<file path="config.mk">
export PLATFORM = sky130hd
export DESIGN_NAME = sha1_hash_engine_flat
export DESIGN_NICKNAME = d
export VERILOG_FILES = /design/src/sv/sha1he_pkg.sv /design/src/sv/sha1he_ifs.sv /design/src/sv/sha1he_block_ram.sv /design/src/sv/sha1he_compress.sv /design/src/sv/sha1_hash_engine.sv /design/src/flat_wrapper.sv
export SDC_FILE = /design/constraint.sdc
export NUM_CORES = 2
export LEC_CHECK = 0
export ABC_AREA = 1
export BUFFER_PORTS_ARGS = -buffer_cell sky130_fd_sc_hd__buf_2
export CORE_UTILIZATION = 45
export CTS_CLUSTER_DIAMETER = 150
export CTS_CLUSTER_SIZE = 16
export DETAILED_ROUTE_END_ITERATION = 8
export SYNTH_ARGS = -nofsm -noshare
export SYNTH_HDL_FRONTEND = slang
export SYNTH_SLANG_ARGS = --single-unit
</file>
<file path="constraint.sdc">
create_clock -name clock -period 26.3 [get_ports clock]
set_input_delay 0 -clock clock [delete_from_list [all_inputs] [get_ports clock]]
set_output_delay 0 -clock clock [all_outputs]
set_load 0.005 [all_outputs]
</file>
<file path="src/sv/sha1he_pkg.sv">
// ----------------------------------------------------------------------------
// SHA-1 hash engine package
// Shared constants, state codes and the control bundle between the sequencer
// and the compression datapath.
// ----------------------------------------------------------------------------
package sha1he_pkg;

   // Width of the running message length counter in bits (32 to 64).
   localparam int LENGTH_BITS = 64;

   localparam int WORD_BITS    = 32;
   localparam int NUM_HASH     = 5;
   localparam int NUM_ROUNDS   = 80;
   localparam int WINDOW_DEPTH = 16;

   localparam logic [31:0] K_ROUND_0 = 32'h5A827999;
   localparam logic [31:0] K_ROUND_1 = 32'h6ED9EBA1;
   localparam logic [31:0] K_ROUND_2 = 32'h8F1BBCDC;
   localparam logic [31:0] K_ROUND_3 = 32'hCA62C1D6;

   localparam logic [31:0] HASH_INIT [NUM_HASH] = '{
      32'h67452301, 32'hEFCDAB89, 32'h98BADCFE, 32'h10325476, 32'hC3D2E1F0
   };

   // Byte position at which the length field begins.
   localparam logic [5:0] LEN_START_POS = 6'd56;
   localparam logic [5:0] LAST_POS      = 6'd63;
   localparam logic [7:0] PAD_MARK_BYTE = 8'h80;
   localparam logic [6:0] LAST_ROUND    = 7'(NUM_ROUNDS - 1);
   localparam logic [2:0] LAST_WORD_IDX = 3'(NUM_HASH - 1);

   localparam logic OP_ABSORB = 1'b0;
   localparam logic OP_FINISH = 1'b1;

   typedef enum logic [2:0] {
      ST_IDLE,
      ST_PAD_ZERO,
      ST_PAD_LEN,
      ST_CMP_LOAD,
      ST_CMP_ROUND,
      ST_CMP_ADD,
      ST_EMIT
   } state_type;

   typedef struct packed {
      logic       load;   // copy hash words into the working variables
      logic       step;   // run one round
      logic       add;    // fold the working variables into the hash words
      logic       init;   // restore the initial hash words
      logic [6:0] round;  // current round number
   } ctl_type;

endpackage

</file>
<file path="src/sv/sha1he_ifs.sv">
// ----------------------------------------------------------------------------
// SHA-1 hash engine channel interfaces
// Request channel (message bytes and finish commands) and response channel
// (digest words), each with a valid/ready handshake.
// ----------------------------------------------------------------------------
interface sha1he_req_if;
   logic       valid;
   logic       ready;
   logic       opcode;
   logic [7:0] data_byte;

   modport source (output valid, output opcode, output data_byte, input ready);
   modport sink   (input valid, input opcode, input data_byte, output ready);
endinterface

interface sha1he_rsp_if;
   logic        valid;
   logic        ready;
   logic [31:0] digest_word;
   logic [2:0]  word_index;
   logic        last_word;

   modport source (output valid, output digest_word, output word_index,
                   output last_word, input ready);
   modport sink   (input valid, input digest_word, input word_index,
                   input last_word, output ready);
endinterface

</file>
<file path="src/sv/sha1he_block_ram.sv">
// ----------------------------------------------------------------------------
// SHA-1 block store
// Sixteen 32-bit words with a byte-lane write port and a registered read
// port. Byte lane 0 is the most significant byte of a word.
// ----------------------------------------------------------------------------
module sha1he_block_ram
   import sha1he_pkg::*;
(
   input  logic        clock,
   input  logic        wr_en,
   input  logic [3:0]  wr_addr,
   input  logic [1:0]  wr_lane,
   input  logic [7:0]  wr_data,
   input  logic [3:0]  rd_addr,
   output logic [31:0] rd_data
);

   logic [31:0] mem_ff [WINDOW_DEPTH];
   logic [31:0] rd_data_ff;

   always_ff @(posedge clock) begin
      if (wr_en) begin
         mem_ff[wr_addr][{~wr_lane, 3'b000} +: 8] <= wr_data;
      end
      rd_data_ff <= mem_ff[rd_addr];
   end

   assign rd_data = rd_data_ff;

endmodule

</file>
<file path="src/sv/sha1he_compress.sv">
// ----------------------------------------------------------------------------
// SHA-1 compression datapath
// Holds the hash words, the working variables and the rolling 16-word message
// schedule, and runs one round per cycle under control of the sequencer.
// ----------------------------------------------------------------------------
module sha1he_compress
   import sha1he_pkg::*;
(
   input  logic        clock,
   input  logic        reset,
   input  ctl_type     ctl,
   input  logic [31:0] rd_data,
   input  logic [2:0]  hash_sel,
   output logic [31:0] hash_word
);

   logic [31:0] hash_ff   [NUM_HASH];
   logic [31:0] work_ff   [NUM_HASH];
   logic [31:0] window_ff [WINDOW_DEPTH];

   logic [31:0] mix;
   logic [31:0] w;
   logic [31:0] f;
   logic [31:0] k;
   logic [31:0] t;

   function automatic logic [31:0] rotl(input logic [31:0] v, input int n);
      rotl = (v << n) | (v >> (32 - n));
   endfunction

   always_comb begin
      // The window holds W[r-16] at the bottom and W[r-1] at the top.
      mix = window_ff[13] ^ window_ff[8] ^ window_ff[2] ^ window_ff[0];
      w   = (ctl.round < 7'd16) ? rd_data : rotl(mix, 1);

      if (ctl.round < 7'd20) begin
         f = (work_ff[1] & work_ff[2]) | (~work_ff[1] & work_ff[3]);
         k = K_ROUND_0;
      end else if (ctl.round < 7'd40) begin
         f = work_ff[1] ^ work_ff[2] ^ work_ff[3];
         k = K_ROUND_1;
      end else if (ctl.round < 7'd60) begin
         f = (work_ff[1] & work_ff[2]) | (work_ff[1] & work_ff[3])
           | (work_ff[2] & work_ff[3]);
         k = K_ROUND_2;
      end else begin
         f = work_ff[1] ^ work_ff[2] ^ work_ff[3];
         k = K_ROUND_3;
      end

      t = f + k + rotl(work_ff[0], 5) + work_ff[4] + w;
   end

   always_ff @(posedge clock) begin
      if (reset || ctl.init) begin
         for (int i = 0; i < NUM_HASH; i++) begin
            hash_ff[i] <= HASH_INIT[i];
         end
      end else if (ctl.add) begin
         for (int i = 0; i < NUM_HASH; i++) begin
            hash_ff[i] <= hash_ff[i] + work_ff[i];
         end
      end
   end

   always_ff @(posedge clock) begin
      if (ctl.load) begin
         for (int i = 0; i < NUM_HASH; i++) begin
            work_ff[i] <= hash_ff[i];
         end
      end else if (ctl.step) begin
         work_ff[0] <= t;
         work_ff[1] <= work_ff[0];
         work_ff[2] <= rotl(work_ff[1], 30);
         work_ff[3] <= work_ff[2];
         work_ff[4] <= work_ff[3];
      end
   end

   always_ff @(posedge clock) begin
      if (ctl.step) begin
         for (int i = 0; i < WINDOW_DEPTH - 1; i++) begin
            window_ff[i] <= window_ff[i + 1];
         end
         window_ff[WINDOW_DEPTH - 1] <= w;
      end
   end

   assign hash_word = hash_ff[hash_sel];

endmodule

</file>
<file path="src/sv/sha1_hash_engine.sv">
// ----------------------------------------------------------------------------
// SHA-1 hash engine
// Absorb item: the byte goes into the block store; a full 64-byte block is
// compressed (load, 80 rounds, hash update), one round per cycle through the
// shared round unit. Finish item: pad bytes one per cycle up to the length
// field, a step with no write before the length field, one or two
// compressions, then five digest words, one per cycle when the sink is ready.
// Synchronous reset restores the initial hash words and clears the length.
// ----------------------------------------------------------------------------
module sha1_hash_engine
   import sha1he_pkg::*;
(
   input  logic                clock,
   input  logic                reset,
   sha1he_req_if.sink          req_bus,
   sha1he_rsp_if.source        rsp_bus
);

   state_type              state_ff, state_in;
   state_type              ret_ff, ret_in;
   logic [5:0]             pos_ff, pos_in;
   logic [LENGTH_BITS-1:0] count_ff, count_in;
   logic [LENGTH_BITS-1:0] len_ff, len_in;
   logic [6:0]             round_ff, round_in;
   logic [2:0]             idx_ff, idx_in;

   logic        wr_en;
   logic [7:0]  wr_data;
   logic [3:0]  rd_addr;
   logic [31:0] rd_data;
   logic [31:0] hash_word;
   logic [63:0] len_ext;
   ctl_type     ctl;

   assign len_ext = 64'(len_ff);

   always_ff @(posedge clock) begin
      if (reset) begin
         state_ff <= ST_IDLE;
         ret_ff   <= ST_IDLE;
         pos_ff   <= '0;
         count_ff <= '0;
         round_ff <= '0;
         idx_ff   <= '0;
      end else begin
         state_ff <= state_in;
         ret_ff   <= ret_in;
         pos_ff   <= pos_in;
         count_ff <= count_in;
         round_ff <= round_in;
         idx_ff   <= idx_in;
      end
   end

   always_ff @(posedge clock) begin
      len_ff <= len_in;
   end

   always_comb begin
      state_in  = state_ff;
      ret_in    = ret_ff;
      pos_in    = pos_ff;
      count_in  = count_ff;
      len_in    = len_ff;
      round_in  = round_ff;
      idx_in    = idx_ff;
      wr_en     = 1'b0;
      wr_data   = 8'h00;
      rd_addr   = 4'(round_ff[3:0] + 4'd1);
      ctl       = '0;
      ctl.round = round_ff;

      unique case (state_ff)
         ST_IDLE: begin
            if (req_bus.valid) begin
               wr_en  = 1'b1;
               pos_in = 6'(pos_ff + 6'd1);
               if (req_bus.opcode == OP_FINISH) begin
                  wr_data  = PAD_MARK_BYTE;
                  len_in   = count_ff;
                  ret_in   = ST_PAD_ZERO;
                  state_in = (pos_ff == LAST_POS) ? ST_CMP_LOAD : ST_PAD_ZERO;
               end else begin
                  wr_data  = req_bus.data_byte;
                  count_in = count_ff + LENGTH_BITS'(8);
                  ret_in   = ST_IDLE;
                  state_in = (pos_ff == LAST_POS) ? ST_CMP_LOAD : ST_IDLE;
               end
            end
         end

         ST_PAD_ZERO: begin
            if (pos_ff == LEN_START_POS) begin
               state_in = ST_PAD_LEN;
            end else begin
               wr_en  = 1'b1;
               pos_in = 6'(pos_ff + 6'd1);
               if (pos_ff == LAST_POS) begin
                  ret_in   = ST_PAD_ZERO;
                  state_in = ST_CMP_LOAD;
               end
            end
         end

         ST_PAD_LEN: begin
            // The length goes out most significant byte first.
            wr_en   = 1'b1;
            wr_data = len_ext[{~pos_ff[2:0], 3'b000} +: 8];
            pos_in  = 6'(pos_ff + 6'd1);
            if (pos_ff == LAST_POS) begin
               ret_in   = ST_EMIT;
               state_in = ST_CMP_LOAD;
            end
         end

         ST_CMP_LOAD: begin
            rd_addr  = 4'd0;
            ctl.load = 1'b1;
            round_in = '0;
            state_in = ST_CMP_ROUND;
         end

         ST_CMP_ROUND: begin
            ctl.step = 1'b1;
            if (round_ff == LAST_ROUND) begin
               round_in = '0;
               state_in = ST_CMP_ADD;
            end else begin
               round_in = 7'(round_ff + 7'd1);
            end
         end

         ST_CMP_ADD: begin
            ctl.add  = 1'b1;
            state_in = ret_ff;
         end

         ST_EMIT: begin
            if (rsp_bus.ready) begin
               if (idx_ff == LAST_WORD_IDX) begin
                  ctl.init = 1'b1;
                  idx_in   = '0;
                  pos_in   = '0;
                  count_in = '0;
                  state_in = ST_IDLE;
               end else begin
                  idx_in = 3'(idx_ff + 3'd1);
               end
            end
         end

         default: begin
            state_in = ST_IDLE;
         end
      endcase
   end

   sha1he_block_ram u_block_ram (
      .clock   (clock),
      .wr_en   (wr_en),
      .wr_addr (pos_ff[5:2]),
      .wr_lane (pos_ff[1:0]),
      .wr_data (wr_data),
      .rd_addr (rd_addr),
      .rd_data (rd_data)
   );

   sha1he_compress u_compress (
      .clock     (clock),
      .reset     (reset),
      .ctl       (ctl),
      .rd_data   (rd_data),
      .hash_sel  (idx_ff),
      .hash_word (hash_word)
   );

   assign req_bus.ready       = (state_ff == ST_IDLE);
   assign rsp_bus.valid       = (state_ff == ST_EMIT);
   assign rsp_bus.digest_word = hash_word;
   assign rsp_bus.word_index  = idx_ff;
   assign rsp_bus.last_word   = (idx_ff == LAST_WORD_IDX);

endmodule

</file>
<file path="src/flat_wrapper.sv">
// flat-port wrapper written by rule: the top's interface ports become plain ports
module sha1_hash_engine_flat import sha1he_pkg::*;
  (clock, reset, req_bus_valid, req_bus_opcode, req_bus_data_byte, req_bus_ready, rsp_bus_valid, rsp_bus_digest_word, rsp_bus_word_index, rsp_bus_last_word, rsp_bus_ready);
  sha1he_req_if req_bus_i ();
  sha1he_rsp_if rsp_bus_i ();
  input  logic clock;
  input  logic reset;
  input wire logic [$bits(req_bus_i.valid)-1:0] req_bus_valid;
  input wire logic [$bits(req_bus_i.opcode)-1:0] req_bus_opcode;
  input wire logic [$bits(req_bus_i.data_byte)-1:0] req_bus_data_byte;
  output wire logic [$bits(req_bus_i.ready)-1:0] req_bus_ready;
  output wire logic [$bits(rsp_bus_i.valid)-1:0] rsp_bus_valid;
  output wire logic [$bits(rsp_bus_i.digest_word)-1:0] rsp_bus_digest_word;
  output wire logic [$bits(rsp_bus_i.word_index)-1:0] rsp_bus_word_index;
  output wire logic [$bits(rsp_bus_i.last_word)-1:0] rsp_bus_last_word;
  input wire logic [$bits(rsp_bus_i.ready)-1:0] rsp_bus_ready;
  assign req_bus_i.valid = req_bus_valid;
  assign req_bus_i.opcode = req_bus_opcode;
  assign req_bus_i.data_byte = req_bus_data_byte;
  assign req_bus_ready = req_bus_i.ready;
  assign rsp_bus_valid = rsp_bus_i.valid;
  assign rsp_bus_digest_word = rsp_bus_i.digest_word;
  assign rsp_bus_word_index = rsp_bus_i.word_index;
  assign rsp_bus_last_word = rsp_bus_i.last_word;
  assign rsp_bus_i.ready = rsp_bus_ready;
  sha1_hash_engine u_core (.clock(clock), .reset(reset), .req_bus(req_bus_i), .rsp_bus(rsp_bus_i));
endmodule
</file>
### Yosys cells after proc, flatten, opt, wreduce, memory -nomap -nowiden

Memories as Yosys holds them, arrays and structs flattened. A register that Yosys moved wholly into a read port is not among the register bits.
Cells that the tools add are included.

| word-level totals | value |
|---|---|
| memory bits (writable) | 1344 |
| bits in registers | 150 |
| output and inout bits | 38 |
| logic and storage cells | 165 |
| memories kept | 4 |
| input bits | 13 |

Memories:

| memory | depth | width | read ports | clocked after memory_dff | write ports | line | source |
|---|---|---|---|---|---|---|---|
| u_core.u_block_ram.mem_ff | 16 | 32 | 1 | 1 | 1 | sha1he_block_ram.sv:18 | `logic [31:0] mem_ff [WINDOW_DEPTH];` |
| u_core.u_compress.window_ff | 16 | 32 | 16 | 0 | 16 | sha1he_compress.sv:19 | `logic [31:0] window_ff [WINDOW_DEPTH];` |
| u_core.u_compress.hash_ff | 5 | 32 | 6 | 1 | 5 | sha1he_compress.sv:17 | `logic [31:0] hash_ff [NUM_HASH];` |
| u_core.u_compress.work_ff | 5 | 32 | 5 | 0 | 5 | sha1he_compress.sv:18 | `logic [31:0] work_ff [NUM_HASH];` |

| cells by class | value |
|---|---|
| bitwise gates (word level) | 28 |
| reduce and logical (&&, ||, !) cells | 12 |
| equal/unequal tests | 18 |
| mux-type cells | 74 |
| shift-type cells | 3 |
| order comparisons | 4 |
| $add $sub $neg | 15 |

Operators with widths:

| operator | count |
|---|---|
| 32-bit 2-to-1 mux | 17 |
| 32-bit adder | 9 |
| 64-bit 2-to-1 mux | 4 |
| 32-bit bitwise XOR | 5 |
| 32-bit AND | 4 |
| 64-bit case mux with 2 select lines | 1 |
| 32-bit bitwise OR | 3 |
| 64-bit by 4-bit adder with 64-bit output (second input constant) | 1 |
| 64-bit by 7-bit variable part select with 8-bit output | 1 |
| 3-bit 2-to-1 mux | 14 |
| 32-bit inverter | 1 |
| 32-bit by 1-bit bitwise OR with 32-bit output | 1 |
| 32-bit by 30-bit bitwise OR with 32-bit output | 1 |
| 32-bit by 5-bit bitwise OR with 32-bit output | 1 |
| 8-bit by 7-bit variable shift with 32-bit output (first input constant) | 1 |
| 8-bit by 7-bit variable part select with 32-bit output | 1 |
| 31-bit 2-to-1 mux | 1 |
| 6-bit 2-to-1 mux | 4 |
| 6-bit case mux with 4 select lines | 1 |
| 1-bit 2-to-1 mux | 21 |
| 3-bit case mux with 7 select lines | 1 |
| 8-bit 2-to-1 mux | 2 |
| 8-bit case mux with 2 select lines | 1 |
| 5-bit AND reduction | 3 |
| other kinds (31) | 55 |

### Depth between registers and ports, before layout

An unclocked memory read counts as a cell.

| logic depth | value |
|---|---|
| depth after elaboration | 12 |
| gate-level depth with buffers | 26 |
| mapped depth without buffers | 24 |

### Modules after synthesis

From an unflattened synthesis, not the netlist that was laid out.

| second synthesis, totals | value |
|---|---|
| cell total of the unflattened synthesis | 7695 |
| area total of the unflattened synthesis | 75947.8 um2 |

Modules (own cells, without submodules):

| module | cells an instance | area an instance (um2) | times used | sequential area each (um2) |
|---|---|---|---|---|
| sha1he_compress | 4427 | 45287.2 | 1 | 24984.0 |
| sha1he_block_ram | 2257 | 23359.9 | 1 | 16015.4 |
| sha1_hash_engine | 1011 | 7300.8 | 1 | 3473.3 |

### Worst setup path after synthesis

Ideal clock, no wire load.

| timing path | value |
|---|---|
| path type | register to register |
| start | register u_core.state_ff[2] |
| end | memory u_core.u_compress.window_ff[0][0] (enable) |
| buffers on the path | 1 |
| setup time | 1.076 ns |
| data required time | 25.224 ns |
| cell stages (with the launch flop) | 6 |
| period minus slack after synthesis | 15.957 ns |
| arrival | 14.881 ns |
| slack | 10.343 ns |
| path through | dfxtp_1 inv_2 nor2_1 inv_2 nor2_2 clkbuf_1 |

RTL lines:

| element | line | source |
|---|---|---|
| start: declaration | sha1_hash_engine.sv:19 | `state_type state_ff, state_in;` |
| start signal: assignment | sha1_hash_engine.sv:46 | `state_ff <= state_in;` |
| end: declaration | sha1he_compress.sv:19 |  |

==> flow_summary.yaml <==
power:
  power_frac_comb_pct: 3.0
  swShare_pct: 22.1
  internal_power_uw: 3410
  pwr-share-clk_pct: 36.7
  leakage_uw: 0.0299
  peakVddDrop_v: 0.0000623
  total_power_uw: 4370
  seq_power_share_pct: 60.3
  power.switching_uw: 964
  power-per-cell-area_mw_per_mm2: 55.0
logic_synthesis:
  async_reset_ff_share_pct: 0
  syn_avg_cell_area_um2: 10.5
  syn_area_mm2: 0.0739
  ys_types: 54
  synth_warnings: 0
  synth_compound_area_share_pct: 10.5
  synth-xor-area-share_pct: 1.72
  synth_top_family_by_area: "simple AND/OR/NAND/NOR gates"
  synth_edf_count: 1405
  synth_nets: 7426
  synth-seq-cells: 1522
  yosys_most_used_dff: "edfxtp_1"
  synth-seq-area-share_pct: 60.3
  synthMuxAreaShare_pct: 0
  synth_fa_ha_area_share_pct: 7.28
  syn_inst: 7058
  synthSimpleGateAreaFrac_pct: 15.6
worst_setup_path:
  criticalPathCategory: "reg -> reg"
  worst-r2r-cell-count: 23
  endpoint: "u_core.u_compress.work_ff[0][26]"
  startpoint_type: "register"
  critPathRequiredTime_ns: 26.79
  crit_slowest_cell: "fa_1"
  cp_num_buf_inv: 5
  cpMostUsedCell: "nand2_1"
  crit_cells: 23
  crit_path_start: "u_core.round_ff[5]"
  cp.arrival_ns: 6.67
  crit_chain: "inv_1 > nor2_1 > nand3_2 > buf_4 > nand2_1 > buf_4 > o22ai_1 > nor2_1 > fa_1 > fa_1 > inv_1 > fa_1 > inv_1 > ha_1 > nand2_1 > o21ai_0 > a21oi_1 > o21ai_0 > nand3_1 > nand3_1 > nand2_1 > nand3_1 > nand2_1"
  timing.rr.start: "u_core.round_ff[5]"
  end_kind: "register"
  critPathMaxFanout: 36
  cp_top_family: "adder cells"
  reg2reg_to: "u_core.u_compress.work_ff[0][26]"
  reg2reg_slack_ns: 20.12
  cpPeakStageDelay_ns: 0.56
die:
  die_x_um: 407
  io_pins: 51
  dieArea_mm2: 0.166
  initial_core_util_pct: 45.3
  rows: 148
  die_h_um: 407
  core-area_mm2: 0.163
drt:
  totalWireLength_um: 234000
  viasPerCell: 5.70
  dr.pass1.iters: 7
  wl_per_cell_um: 25.2
  first_iter_violations: 6063
  num_vias: 52900
  detail-route-antenna-nets: 0
  drc: 0
final_layout:
  post_route_cells_drive_above_1_share_pct: 4.43
  final_common_cell: "edfxtp_1"
  fillers: 15000
  final_cell_mix: "edfxtp_1 (1405), nor2_1 (1172), nand2_1 (1130), inv_1 (615), o21ai_0 (492)"
  syn2layout_area_growth_pct: 7.56
  instances_no_fill: 9287
  layout.nets: 7412
cts:
  post_cts_buffers: 0
  h-tree-depth: 3
  cts_made_buffers: 105
  clockBufferDepth: 3
  cts-root-buf: "clkbuf_16"
  post_cts_resized: 0
  clk_pin_slew_ns: 0.08
  cts_sinks: 1522
  clock_latency_ns: 0.77
  cts_tree: "yes"
global_route:
  grt_pass1_wl_um: 340000
  overflow: 0
  grt_max_degree: 191
  antenna_found_initial: 7
  grt_pass1_vias: 50000
  grt_util_all_layers_pct: 27.7
place:
  pre_cts_slack_ns: 20.25
  dp.final_hpwl_um: 169000
  placed_cells: 9105
  routabilityCongestion: 1.00
  port_buffers: 50
job:
  cap_violations: 0
timing:
  slew_headroom_pct: 4.60
  period_share_pct: 23.5
  period_minus_slack_ns: 6.18
  skew_ns: 0.0472
  fin_tns_setup_ns: 0
  rsz0062_at_grt: "no"
  setup_violations: 0
  hold_viol_final: 0
  setup_ws_ns: 20.12
  slew_violations: 0
  worstMarginPinSlew_ns: 1.42
  fmax_ghz: 0.162
hold_path:
  hold_class: "in -> reg"
run_status:
  status: "complete, no violations"
cells in the mapped netlist, types with 40 or more instances:
cell,n,area share (%)
fa_1,125,3.4
nand3_1,282,1.9
a31oi_1,44,0.37
dfxtp_1,117,3.2
nor2_1,1174,6.0
o21a_1,50,0.51
o21ai_0,492,3.3
ha_1,230,3.9
nand2_1,1132,5.8
inv_1,616,3.1
clkbuf_1,154,0.78
buf_2,55,0.37
a21oi_1,416,2.8
xnor2_1,104,1.2
xor2_1,41,0.49
o311ai_1,88,1.0
nor3_1,84,0.57
o21ai_1,43,0.29
or2_2,40,0.34
edfxtp_1,1405,57
nand4_1,71,0.60
metrics by stage:
step / hold WS [ns] / util (%) / instance area [um^2]
floorplan: 0.147 / - / 73900
global placement: 0.344 / 46.9 / 76400
detailed placement: 0.352 / 46.9 / 76400
CTS: 0.0200 / 48.8 / 79500
global route: 0.0553 / 48.8 / 79500
finish: 0.0921 / 48.8 / 79500
worst reg2reg max path, cell delays in order (launching register included):
cell and delay [ns]:
dfxtp_1 0.46, inv_1 0.12, nor2_1 0.24, nand3_2 0.10
buf_4 0.28, nand2_1 0.13, buf_4 0.42, o22ai_1 0.14
nor2_1 0.18, fa_1 0.46, fa_1 0.51, inv_1 0.05
fa_1 0.56, inv_1 0.06, ha_1 0.28, nand2_1 0.06
o21ai_0 0.53, a21oi_1 0.24, o21ai_0 0.45, nand3_1 0.30
nand3_1 0.14, nand2_1 0.06, nand3_1 0.06, nand2_1 0.06
routing by layer:
| layer | vias up | routed length [um] | global-route usage, % |
|---|---|---|---|
| met5 | - | 44 | 0 |
| met4 | 6 | 9630 | 10.2 |
| met3 | 381 | 17100 | 4.25 |
| met2 | 2058 | 104000 | 42.4 |
| met1 | 26000 | 103000 | 39.8 |
| li1 | 24500 | - | - |
area by class of cell:
cell class / count / area, um^2 / area share [%]
diodes: 2 / 5.00 / 0.00630
clock buffers: 165 / 2850 / 3.59
clock inverters: 8 / 160 / 0.202
inverters: 637 / 2400 / 3.03
multi-input cells: 4666 / 26000 / 32.8
flip-flops and latches: 1522 / 44500 / 56.0
well taps: 2175 / 2720 / 3.42
repair buffers: 112 / 746 / 0.938
state kept, by name (all words and copies together), names as in the netlist, named ones only:
register,cells
u_core.u_compress.hash_ff,160
u_core.state_ff,3
u_core.u_compress.work_ff,160
u_core.ret_ff,2
u_core.pos_ff,6
u_core.round_ff,7
u_core.u_compress.window_ff,512
u_core.len_ext,61
u_core.rsp_bus.word_index,3
u_core.u_block_ram.mem_ff,512
u_core.u_block_ram.rd_data,32
u_core.count_ff,61
cells by family (layout without fill, tap and decap cells):
| group | after synthesis | in the layout |
|---|---|---|
| XOR/XNOR | 145 | 145 |
| flip-flops | 1522 | 1522 |
| other | 0 | 2 |
| adder cells (fa/ha/maj) | 355 | 355 |
| buffers and inverters | 870 | 922 |
| AO/OA/AOI/OAI | 1334 | 1334 |
| AND/OR/NAND/NOR | 2832 | 2832 |
how the worst min path moves through the flow:
stage,cells after the start,startpoint,to,slack [ns]
6_report,5,req_bus_data_byte[0],u_core.u_block_ram.mem_ff[1][16],0.09
5_1_grt,5,req_bus_data_byte[0],u_core.u_block_ram.mem_ff[2][16],0.06
4_1_cts,5,req_bus_data_byte[0],u_core.u_block_ram.mem_ff[8][16],0.02
3_5_place_dp,3,req_bus_opcode,u_core.ret_ff[0],0.35
3_3_place_gp,3,req_bus_opcode,u_core.ret_ff[0],0.34
2_1_floorplan,2,req_bus_opcode,u_core.ret_ff[0],0.15
power groups by stage:
stage	sequential, uW	clock (uW)	combinational, uW
6_report	2640	1600	130
5_1_grt	2640	1710	142
4_1_cts	2640	1630	129
3_5_place_dp	2690	0	128
3_3_place_gp	2690	0	127
2_1_floorplan	2690	0	79.5
repair_timing:
item,in CTS,in global routing
hold buffers,7,0
endpoints found under the setup margin,0,0
hold endpoints to repair,94,0
(Power assumes the default switching activity.)
